==> config.mk <==
export PLATFORM = sky130hd
export DESIGN_NAME = sink_attach_frame_filter
export DESIGN_NICKNAME = d
export VERILOG_FILES = /design/src/sv/saff_pkg.sv /design/src/sv/saff_fifo.sv /design/src/sv/saff_front.sv /design/src/sv/saff_back.sv /design/src/sv/sink_attach_frame_filter.sv
export SDC_FILE = /design/constraint.sdc
export NUM_CORES = 1
export LEC_CHECK = 0
export BUFFER_PORTS_ARGS = -buffer_cell sky130_fd_sc_hd__buf_2
export CORE_ASPECT_RATIO = 1.75
export CORE_MARGIN = 2
export CORE_UTILIZATION = 35
export DETAILED_ROUTE_END_ITERATION = 10
export GPL_TIMING_DRIVEN = 0
export PLACE_DENSITY = 0.54
export SLEW_MARGIN = 5
export SYNTH_ARGS = -nofsm -noshare
export SYNTH_HDL_FRONTEND = slang
export SYNTH_HIERARCHICAL = 1
export SYNTH_SLANG_ARGS = --single-unit
==> constraint.sdc <==
create_clock -name clk_i -period 12.19 [get_ports clk_i]
set_clock_uncertainty 0.05 [all_clocks]
set_input_delay 1.219 -clock clk_i [delete_from_list [all_inputs] [get_ports clk_i]]
set_output_delay 1.219 -clock clk_i [all_outputs]
set_load 0.02 [all_outputs]
==> src/sv/saff_pkg.sv <==
// Shared types and constants of the sink frame filter.
`default_nettype none

package saff_pkg;

  // Default sizing
  localparam int MAX_NODES_DEF   = 10;
  localparam int MAX_PAYLOAD_DEF = 60;
  localparam int QUEUE_DEPTH     = 2;

  // Frame header codes
  localparam logic [7:0] BCAST_ADDR        = 8'hFF;
  localparam logic [7:0] TYPE_ATTACH_REQ   = 8'h01;
  localparam logic [7:0] TYPE_DATA         = 8'h03;
  localparam logic [1:0] TYPE_ATTACH_REPLY = 2'd2;
  localparam logic [1:0] REPLY_LEN         = 2'd3;
  localparam logic [7:0] HDR_LEN           = 8'd3;

  typedef enum logic [2:0] {
    ACT_BAD_CRC       = 3'd0,
    ACT_BAD_LENGTH    = 3'd1,
    ACT_NOT_ADDRESSED = 3'd2,
    ACT_BAD_TYPE      = 3'd3,
    ACT_TABLE_FULL    = 3'd4,
    ACT_REPLY         = 3'd5,
    ACT_DELIVER       = 3'd6
  } action_e;

  // Classified request, front to back
  typedef struct packed {
    logic       attach;  // well-formed attach request, needs table lookup
    action_e    action;  // final action when not an attach
    logic [7:0] src;
    logic [7:0] dlen;
  } req_t;

  // Result item
  typedef struct packed {
    action_e    action;
    logic [7:0] reply_dest;
    logic [7:0] reply_source;
    logic [1:0] reply_type;
    logic [1:0] reply_length;
    logic       new_node;
    logic [7:0] deliver_source;
    logic [7:0] deliver_length;
    logic [3:0] attached_count;
  } res_t;

endpackage

`default_nettype wire

==> src/sv/saff_fifo.sv <==
// Small synchronous queue used between front and back and at the output.
`default_nettype none

module saff_fifo #(
  parameter int WIDTH = 8,
  parameter int DEPTH = 2
) (
  input  wire logic             clk_i,
  input  wire logic             rst_ni,
  input  wire logic             push_i,
  input  wire logic [WIDTH-1:0] wdata_i,
  output logic                  full_o,
  input  wire logic             pop_i,
  output logic [WIDTH-1:0]      rdata_o,
  output logic                  empty_o
);

  localparam int PTR_W = (DEPTH > 1) ? $clog2(DEPTH) : 1;
  localparam int CNT_W = $clog2(DEPTH + 1);

  logic [WIDTH-1:0] mem_q [DEPTH];
  logic [PTR_W-1:0] wptr_q, wptr_d, rptr_q, rptr_d;
  logic [CNT_W-1:0] cnt_q, cnt_d;
  logic             do_push, do_pop;

  assign full_o  = (cnt_q == CNT_W'(DEPTH));
  assign empty_o = (cnt_q == '0);
  assign do_push = push_i && !full_o;
  assign do_pop  = pop_i && !empty_o;
  assign rdata_o = mem_q[rptr_q];

  // Pointer and fill count update, wrapping at the depth
  always_comb begin
    wptr_d = wptr_q;
    rptr_d = rptr_q;
    cnt_d  = cnt_q;
    if (do_push) begin
      wptr_d = (wptr_q == PTR_W'(DEPTH - 1)) ? '0 : wptr_q + 1'b1;
    end
    if (do_pop) begin
      rptr_d = (rptr_q == PTR_W'(DEPTH - 1)) ? '0 : rptr_q + 1'b1;
    end
    if (do_push && !do_pop) begin
      cnt_d = cnt_q + 1'b1;
    end else if (do_pop && !do_push) begin
      cnt_d = cnt_q - 1'b1;
    end
  end

  always_ff @(posedge clk_i or negedge rst_ni) begin
    if (!rst_ni) begin
      wptr_q <= '0;
      rptr_q <= '0;
      cnt_q  <= '0;
    end else begin
      wptr_q <= wptr_d;
      rptr_q <= rptr_d;
      cnt_q  <= cnt_d;
    end
  end

  // Storage, no reset
  always_ff @(posedge clk_i) begin
    if (do_push) begin
      mem_q[wptr_q] <= wdata_i;
    end
  end

endmodule

`default_nettype wire

==> src/sv/saff_front.sv <==
// Front end: accepts frame headers and classifies them by the header checks.
`default_nettype none

module saff_front #(
  parameter int MAX_PAYLOAD = saff_pkg::MAX_PAYLOAD_DEF
) (
  input  wire logic       push_i,
  input  wire logic       q_full_i,
  input  wire logic       crc_good_i,
  input  wire logic [7:0] frame_length_i,
  input  wire logic [7:0] source_address_i,
  input  wire logic [7:0] dest_address_i,
  input  wire logic [7:0] frame_type_i,
  input  wire logic [7:0] coord_address_i,
  output logic            q_push_o,
  output saff_pkg::req_t  req_o
);

  import saff_pkg::*;

  localparam logic [8:0] LEN_LIMIT = 9'(MAX_PAYLOAD + 3);

  assign q_push_o = push_i && !q_full_i;

  // Checks in priority order: CRC, length, address, type
  always_comb begin
    req_o        = '0;
    req_o.src    = source_address_i;
    req_o.action = ACT_BAD_TYPE;
    if (!crc_good_i) begin
      req_o.action = ACT_BAD_CRC;
    end else if ({1'b0, frame_length_i} > LEN_LIMIT) begin
      req_o.action = ACT_BAD_LENGTH;
    end else if ((dest_address_i != coord_address_i) && (dest_address_i != BCAST_ADDR)) begin
      req_o.action = ACT_NOT_ADDRESSED;
    end else if (frame_type_i == TYPE_ATTACH_REQ) begin
      // only a header-only attach request goes to the table
      req_o.attach = (frame_length_i == HDR_LEN);
    end else if (frame_type_i == TYPE_DATA) begin
      if (frame_length_i >= HDR_LEN) begin
        req_o.action = ACT_DELIVER;
        req_o.dlen   = frame_length_i - HDR_LEN;
      end
    end
  end

endmodule

`default_nettype wire

==> src/sv/saff_back.sv <==
// Back end: node table search and update, builds one result per request.
`default_nettype none

module saff_back #(
  parameter int MAX_NODES = saff_pkg::MAX_NODES_DEF
) (
  input  wire logic       clk_i,
  input  wire logic       rst_ni,
  input  wire logic [7:0] coord_address_i,
  input  wire logic       q_empty_i,
  input  wire saff_pkg::req_t q_req_i,
  output logic            q_pop_o,
  input  wire logic       out_full_i,
  output logic            out_push_o,
  output saff_pkg::res_t  out_res_o
);

  import saff_pkg::*;

  localparam int CNT_W = $clog2(MAX_NODES + 1);
  localparam int IDX_W = (MAX_NODES > 1) ? $clog2(MAX_NODES) : 1;

  typedef enum logic [3:0] {
    ST_IDLE   = 4'b0001,
    ST_SEARCH = 4'b0010,
    ST_DECIDE = 4'b0100,
    ST_EMIT   = 4'b1000
  } state_e;

  state_e           state_q, state_d;
  req_t             req_q, req_d;
  res_t             res_q, res_d;
  logic [CNT_W-1:0] idx_q, idx_d;
  logic [CNT_W-1:0] total_q, total_d;
  logic             found_q, found_d;
  logic             rd_vld_q;
  logic [7:0]       rd_data_q;
  logic             issue, hit, tbl_we;

  // Attached node table, one write port and one registered read port
  logic [7:0] tbl_mem [MAX_NODES];

  assign issue     = (state_q == ST_SEARCH) && (idx_q < total_q);
  assign hit       = rd_vld_q && (rd_data_q == req_q.src);
  assign out_res_o = res_q;

  // Sequencer
  always_comb begin
    state_d    = state_q;
    req_d      = req_q;
    res_d      = res_q;
    idx_d      = idx_q;
    total_d    = total_q;
    found_d    = found_q;
    q_pop_o    = 1'b0;
    out_push_o = 1'b0;
    tbl_we     = 1'b0;
    case (state_q)
      ST_IDLE: begin
        if (!q_empty_i) begin
          q_pop_o = 1'b1;
          req_d   = q_req_i;
          if (q_req_i.attach) begin
            idx_d   = '0;
            found_d = 1'b0;
            state_d = (total_q == '0) ? ST_DECIDE : ST_SEARCH;
          end else begin
            res_d                = '0;
            res_d.action         = q_req_i.action;
            res_d.attached_count = 4'(total_q);
            if (q_req_i.action == ACT_DELIVER) begin
              res_d.deliver_source = q_req_i.src;
              res_d.deliver_length = q_req_i.dlen;
            end
            state_d = ST_EMIT;
          end
        end
      end
      ST_SEARCH: begin
        // one table read per cycle, compared in the following cycle
        if (issue) begin
          idx_d = idx_q + 1'b1;
        end
        if (hit) begin
          found_d = 1'b1;
          state_d = ST_DECIDE;
        end else if (!issue && rd_vld_q) begin
          state_d = ST_DECIDE;
        end
      end
      ST_DECIDE: begin
        res_d = '0;
        if (!found_q && (total_q >= CNT_W'(MAX_NODES))) begin
          res_d.action         = ACT_TABLE_FULL;
          res_d.attached_count = 4'(total_q);
        end else begin
          res_d.action       = ACT_REPLY;
          res_d.reply_dest   = req_q.src;
          res_d.reply_source = coord_address_i;
          res_d.reply_type   = TYPE_ATTACH_REPLY;
          res_d.reply_length = REPLY_LEN;
          if (found_q) begin
            res_d.attached_count = 4'(total_q);
          end else begin
            tbl_we               = 1'b1;
            total_d              = total_q + 1'b1;
            res_d.new_node       = 1'b1;
            res_d.attached_count = 4'(total_d);
          end
        end
        state_d = ST_EMIT;
      end
      ST_EMIT: begin
        if (!out_full_i) begin
          out_push_o = 1'b1;
          state_d    = ST_IDLE;
        end
      end
      default: begin
        state_d = ST_IDLE;
      end
    endcase
  end

  always_ff @(posedge clk_i or negedge rst_ni) begin
    if (!rst_ni) begin
      state_q  <= ST_IDLE;
      idx_q    <= '0;
      total_q  <= '0;
      found_q  <= 1'b0;
      rd_vld_q <= 1'b0;
    end else begin
      state_q  <= state_d;
      idx_q    <= idx_d;
      total_q  <= total_d;
      found_q  <= found_d;
      rd_vld_q <= issue;
    end
  end

  // Payload registers
  always_ff @(posedge clk_i) begin
    req_q <= req_d;
    res_q <= res_d;
  end

  // Table write and registered read
  always_ff @(posedge clk_i) begin
    if (tbl_we) begin
      tbl_mem[total_q[IDX_W-1:0]] <= req_q.src;
    end
    rd_data_q <= tbl_mem[idx_q[IDX_W-1:0]];
  end

endmodule

`default_nettype wire

==> src/sv/sink_attach_frame_filter.sv <==
// Top level of the sink frame filter: config register, front, queues, back.
`default_nettype none

// Received frame headers are pushed into a two-entry queue after the header
// checks (CRC, length, address, type); the back end pops them and writes one
// result per header into a two-entry output queue, so a waiting result stalls
// intake only once both queues have filled. A header that needs no table
// lookup goes from idle straight to emit; an attach request goes through
// search, decide and emit, the search skipped on an empty table and stopped
// early when the node is found. The search reads the node table (one write,
// one read port) one entry per cycle; the back end takes no new header
// before its last result is pushed. The node table needs no clearing after
// reset; coord_address resets to 0; the user must write it through cfg_we_i
// / cfg_data_i only while the block is idle, which the block does not enforce.

module sink_attach_frame_filter #(
  parameter int MAX_NODES   = saff_pkg::MAX_NODES_DEF,
  parameter int MAX_PAYLOAD = saff_pkg::MAX_PAYLOAD_DEF
) (
  input  wire logic       clk_i,
  input  wire logic       rst_ni,
  // configuration
  input  wire logic       cfg_we_i,
  input  wire logic [7:0] cfg_data_i,
  // request side
  input  wire logic       push,
  output logic            full,
  input  wire logic       crc_good_i,
  input  wire logic [7:0] frame_length_i,
  input  wire logic [7:0] source_address_i,
  input  wire logic [7:0] dest_address_i,
  input  wire logic [7:0] frame_type_i,
  // result side
  output logic            empty,
  input  wire logic       pop,
  output logic [2:0]      action_o,
  output logic [7:0]      reply_dest_o,
  output logic [7:0]      reply_source_o,
  output logic [1:0]      reply_type_o,
  output logic [1:0]      reply_length_o,
  output logic            new_node_o,
  output logic [7:0]      deliver_source_o,
  output logic [7:0]      deliver_length_o,
  output logic [3:0]      attached_count_o
);

  import saff_pkg::*;

  logic [7:0] coord_q;
  logic       mid_push, mid_empty, mid_pop;
  req_t       front_req, mid_req;
  logic       out_push, out_full;
  res_t       back_res, out_res;

  // Coordinator address register
  always_ff @(posedge clk_i or negedge rst_ni) begin
    if (!rst_ni) begin
      coord_q <= '0;
    end else if (cfg_we_i) begin
      coord_q <= cfg_data_i;
    end
  end

  saff_front #(
    .MAX_PAYLOAD(MAX_PAYLOAD)
  ) u_front (
    .push_i          (push),
    .q_full_i        (full),
    .crc_good_i      (crc_good_i),
    .frame_length_i  (frame_length_i),
    .source_address_i(source_address_i),
    .dest_address_i  (dest_address_i),
    .frame_type_i    (frame_type_i),
    .coord_address_i (coord_q),
    .q_push_o        (mid_push),
    .req_o           (front_req)
  );

  saff_fifo #(
    .WIDTH($bits(req_t)),
    .DEPTH(QUEUE_DEPTH)
  ) u_mid_q (
    .clk_i  (clk_i),
    .rst_ni (rst_ni),
    .push_i (mid_push),
    .wdata_i(front_req),
    .full_o (full),
    .pop_i  (mid_pop),
    .rdata_o(mid_req),
    .empty_o(mid_empty)
  );

  saff_back #(
    .MAX_NODES(MAX_NODES)
  ) u_back (
    .clk_i          (clk_i),
    .rst_ni         (rst_ni),
    .coord_address_i(coord_q),
    .q_empty_i      (mid_empty),
    .q_req_i        (mid_req),
    .q_pop_o        (mid_pop),
    .out_full_i     (out_full),
    .out_push_o     (out_push),
    .out_res_o      (back_res)
  );

  saff_fifo #(
    .WIDTH($bits(res_t)),
    .DEPTH(QUEUE_DEPTH)
  ) u_out_q (
    .clk_i  (clk_i),
    .rst_ni (rst_ni),
    .push_i (out_push),
    .wdata_i(back_res),
    .full_o (out_full),
    .pop_i  (pop),
    .rdata_o(out_res),
    .empty_o(empty)
  );

  // Result fields
  assign action_o         = out_res.action;
  assign reply_dest_o     = out_res.reply_dest;
  assign reply_source_o   = out_res.reply_source;
  assign reply_type_o     = out_res.reply_type;
  assign reply_length_o   = out_res.reply_length;
  assign new_node_o       = out_res.new_node;
  assign deliver_source_o = out_res.deliver_source;
  assign deliver_length_o = out_res.deliver_length;
  assign attached_count_o = out_res.attached_count;

endmodule

`default_nettype wire

Yosys cells after proc, flatten, opt, wreduce, memory -nomap -nowiden
Memories as Yosys holds them, arrays and structs flattened. A register that Yosys moved wholly into a read port is not among the register bits. Cells that the tools add are included.

Bits in registers: 82. Output and inout bits: 46. Word-level logic and storage cells: 157. Bits of input ports: 46. Memories kept: 3. RAM bits: 208.

$lt $le $gt $ge: 4. Bitwise operators: 1. Add/subtract/negate cells: 11. Muxes and demuxes: 60. Equality and inequality tests: 20. Reductions and logical operators: 36.

Memories: u_out_q.mem_q (words 2, bits a word 44, read ports 1, clocked after Yosys merged registers in 0, wr ports 1, line saff_fifo.sv:21) `logic [WIDTH-1:0] mem_q [DEPTH];`; u_back.tbl_mem (words 10, bits a word 8, read ports 1, clocked after Yosys merged registers in 1, wr ports 1, line saff_back.sv:41) `logic [7:0] tbl_mem [MAX_NODES];`; u_mid_q.mem_q (words 2, bits a word 20, read ports 1, clocked after Yosys merged registers in 0, wr ports 1, line saff_fifo.sv:21).

Operator list (count): 2-to-1 mux 44 bit (2); one-hot mux 44 bit (2 select lines) (1); 2-to-1 mux 8 bit (6); 2-to-1 mux 4 bit (10); 2-to-1 mux 1 bit (25); 2-to-1 mux 21 bit (1); 2-to-1 mux 3 bit (7); equality test 8 x 2 -> 1 bit, second input constant (2); 2-to-1 mux 16 bit (1); one-hot mux 4 bit (4 select lines) (1); logical AND 1 bit (14); zero test 1 bit (10); adder 4 x 1 -> 4 bit, second input constant (2); equality test 8 x 1 -> 1 bit, second input constant (1); equality test 8 bit (1); greater-or-equal comparator 8 x 2 -> 1 bit, second input constant (1); greater-than comparator 8 x 6 -> 1 bit, second input constant (1); 2-to-1 mux 2 bit (4); inequality test 8 bit (1); inequality test 8 bit, second input constant (1); one-hot mux 4 bit (2 select lines) (1); AND reduction 4 bit (2); nonzero test 2 bit (4); subtractor 8 x 2 -> 8 bit, second input constant (1); other kinds (20) (32).

Logic depth before layout (Yosys ltp)
Depth in word-level cells: 8. Gate-level depth with buffers: 9. Mapped depth without buffers: 9.

Cells and area by module
The synthesis kept the hierarchy.

By module, submodules not included: saff_back (cells an instance 355, area each 6029.5 um^2, times used 1); saff_fifo at u_out_q (cells an instance 156, area each 3572.2 um^2, times used 1); saff_fifo at u_mid_q (cells an instance 81, area each 1637.8 um^2, times used 1); saff_front (cells an instance 57, area each 436.7 um^2, times used 1); sink_attach_frame_filter (cells an instance 17, area each 331.6 um^2, times used 1).

Worst setup path after synthesis
No wires, ideal clock.

Kind: register -> register. From: register u_mid_q.rptr_q. To: register u_back.res_q (netlist bit u_back/out_res_o[0]) (enable). Arrival time: 3.908 ns. Data required time: 11.650 ns. Stages on the path, launching flop included: 6. Slack: 7.741 ns. Path buffers: 1. Period minus slack after synthesis: 4.449 ns. Library setup time: 0.490 ns. Cells stage by stage: dfrtp_1 buf_4 mux2_1 nor3_1 a21oi_1 nor3_1.

RTL lines: from (decl) (line saff_fifo.sv:22) `logic [PTR_W-1:0] wptr_q, wptr_d, rptr_q, rptr_d;`; from (signal assigned) (line saff_fifo.sv:57) `rptr_q <= rptr_d;`; to (signal assigned) (line saff_back.sv:144) `res_q <= res_d;`; to (decl) (line saff_back.sv:32) `res_t res_q, res_d;`.

==> metrics.md <==
| Metric | Value |
|---|---|
| Status | complete, no violations |
| Core Area | 33740 sq um |
| Slew Viols, Final | 0 |
| Grt total ovfl | 0 |
| Post-synth EDFFs | 257 |
| DR iter-0 viols | 266 |
| Die width | 144.0 um |
| Synth unique cells | 61 |
| Asr flop ratio synth | 0.1017 |
| Synth warn | 6 |
| Hold/Removal Path Class | reg2reg |
| Number of antenna diodes | 0 |
| Min cycle time layout | 3092 ps |
| Synth area leader | edfxtp_1 |
| Clock Latency Late Sink | 540 ps |
| Arr. time, crit path | about 3400 ps |
| Max_slew headroom | 0.2610 |
| Initial Util | 0.3559 |
| Final setup vio count | 0 |
| Via Count | 5841 |
| H-tree depth | 1 |
| Die H | 249.0 um |
| RSZ-0062 raised after global routing | no |
| Commonest cells in the netlist | edfxtp_1, mux2_4, and2_1 |
| Total negative slack | 0 ps |
| Synth-to-layout area growth | 16.09% |
| Root buf cell | clkbuf_16 |
| Req. time, crit path | 12460 ps |
| Global-route wire length before repair | 34910 um |
| # rows | 89 |
| DR pass1 iterations | 4 |
| Drt drc | 0 |
| CP startpoint kind | input port |
| Final HPWL DP | 16080 um |
| Worst stage delay on the critical path | 930 ps |
| Crit share post-route | 0.2536 |
| Initial antenna violation count | 0 |
| Max Freq | 0.3234 GHz |
| CP max-delay cell | nor4_1 |
| Post-Syn Nets | 723 |
| Max-cap viol count | 0 |
| Most frequent cell after synthesis | edfxtp_1 |
| Layout cells sized above 1 | 0.3163 |
| Ys flop type | edfxtp_1 |
| Post-CTS sizing | 0 |
| CP endpoint kind | flip-flop |
| Maximum VDD drop | 97.57 uV |
| Synth top area share | 0.6427 |
| WS Path Type | in2reg |
| IO Pins | 92 |
| Worst-path maximum fanout | 9 |
| Post-synthesis cell count | 666 |
| Worst-path clk slew | 70 ps |
| Yosys reg bits | slightly below 300 |
| Pwr Total | slightly above 3000 uW |
| Synthesized area per cell | roughly 18 sq um |
| GRT Util Overall | 0.1301 |
| Pin count of the biggest net entering global routing | 31 |
| Sequential element share of the synthesized area | 0.7187 |
| Routed wire per std cell | 18.42 um |
| CTS max path bufs | 3 |
| Nets | 840 |
| Worst-path cell chain | buf_2 > xor2_1 > nor4_1 > a21oi_1 > nor4b_1 |
| CTS tree | built |
| Fill count | 3071 |
| Final wirelength | 23180 um |
| Mapped Area | 12010 sq um |
| Pwr Density | 220.9 nW/um^2 |
| Inserted Clock Buffers | 26 |
| DR vias/cell | 4.643 |
| Port Buffers | 82 |
| DIE AREA | about 36000 sq um |
| Hold Fails Final Rpt | 0 |
| Synth top area cells | edfxtp_1, dfrtp_1, mux2_4, mux4_2, and2_1 |
| Least-Margin Pin Slew | 1098 ps |
| Hold_buf cts | 0 |
| Leakage Power | 0.005041 uW |
| Antenna viol nets, final | 0 |
| Vias in the first global route | just over 6000 |
| Setup Fix Bufs, Post-CTS | 0 |
| Clock Sinks | 295 |
| GPL Wtd Cong | 0.7802 |
## cell families after synthesis
kind of cell | Yosys count | share of synthesized area
AO/OA/AOI/OAI | 46 | 0.02511
other | 2 | 0.0006254
adder cells (fa/ha/maj) | 11 | 0.01146
flip-flops | 295 | 0.7187
XOR/XNOR | 32 | 0.02334
multiplexers | 99 | 0.1214
buffers and inverters | 49 | 0.02803
AND/OR/NAND/NOR | 132 | 0.07138
## sequential cells by signal, summed over array words and instances (netlist names)
name / count
u_back/state_q: 4
u_out_q/wptr_q: 1
u_mid_q/wptr_q: 1
u_back/found_q: 1
u_mid_q/rptr_q: 1
u_back/out_res_o: 41
u_out_q/mem_q: 88
u_back/total_q: 4
u_back/rd_vld_q: 1
u_mid_q/mem_q: 40
u_mid_q/cnt_q: 2
coord_q: 8
u_out_q/cnt_q: 2
u_back/tbl_mem: 80
u_out_q/rptr_q: 1
u_back/idx_q: 4
u_back/rd_data_q: 8
u_back/req_q: 8
## placed cells by master (no fill, tap or decap), drive strengths merged, types with 2 or more instances in the layout
master    n
a211oi   10
a21oi    16
and2     49
and3      5
buf     116
bufinv    2
clkbuf   37
clkinv   13
conb      2
dfrtp    29
dfxtp     8
edfxtp  257
ha       11
inv      17
mux2     72
mux2i    11
mux4     16
nand2    13
nand2b    7
nand3     4
nand4     4
nor2      9
nor2b     6
nor3     10
nor4     13
nor4b     2
o21a      2
o21ai     6
o31ai     2
or4       2
or4b      2
xnor2    19
xor2     13
## area by class of cell
type,count,area (sq um),share of cell area
multi-input cells,322,3063,0.2197
repair buffers,89,499.2,0.03581
flip-flops and latches,295,8630,0.6191
inverters,17,63.81,0.004578
clock buffers,32,704.4,0.05053
clock inverters,16,137.6,0.009873
plain buffers,32,272.8,0.01957
well taps,455,569.3,0.04084
## layer usage
| metal | up-vias | GRT usage | part of all wire |
|---|---|---|---|
| li1 | 2767 | - | - |
| met2 | 105 | 0.2576 | 0.57 |
| met3 | 30 | 0.01942 | 0.038 |
| met5 | - | 0 | 0 |
| met4 | 0 | 0.04342 | 0.024 |
| met1 | 2939 | 0.1352 | 0.37 |
## per-stage QoR
stage,util,hold slack [ps],worst slack (ps),instance area (sq um),instances
5_1_grt,0.4131,403.3,8925,13940,1258
2_1_floorplan,-,371.5,7741,12010,666
6_report,0.4131,393.9,9098,13940,1258
3_3_place_gp,0.3849,372.2,5655,12990,1203
4_1_cts,0.4130,394.7,9033,13930,1258
3_5_place_dp,0.3880,380.4,8457,13090,1210
## path summary, 6_finish.rpt
check	start	end	slack (ps)	depth (start not counted)
setup / recovery	dest_address_i[5]	u_mid_q/mem_q[1][1]	9100	5
hold / removal	u_back/out_res_o[6]	u_out_q/mem_q[1][6]	390	0
setup reg to reg	coord_q[5]	u_mid_q/mem_q[1][1]	9420	4
hold reg to reg	u_back/out_res_o[6]	u_out_q/mem_q[1][6]	390	0
max in group asynchronous	rst_ni	u_back/state_q[2]	10870	1
min in group asynchronous	rst_ni	u_mid_q/rptr_q	710	1
## report_power, final
| group | switching (uW) | internal, uW | total (uW) |
|---|---|---|---|
| combinational | 407 | 325 | 732 |
| sequential | 138 | 1400 | 1530 |
| clock | 359 | 455 | 813 |
## critical path: cells and delay by family
kind | cells | cell delay [ps]
buffers and inverters | 1 | 110
XOR/XNOR | 1 | 140
AO/OA/AOI/OAI | 1 | 470
AND/OR/NAND/NOR | 2 | 1410
Power figures use the tool's default switching activity.
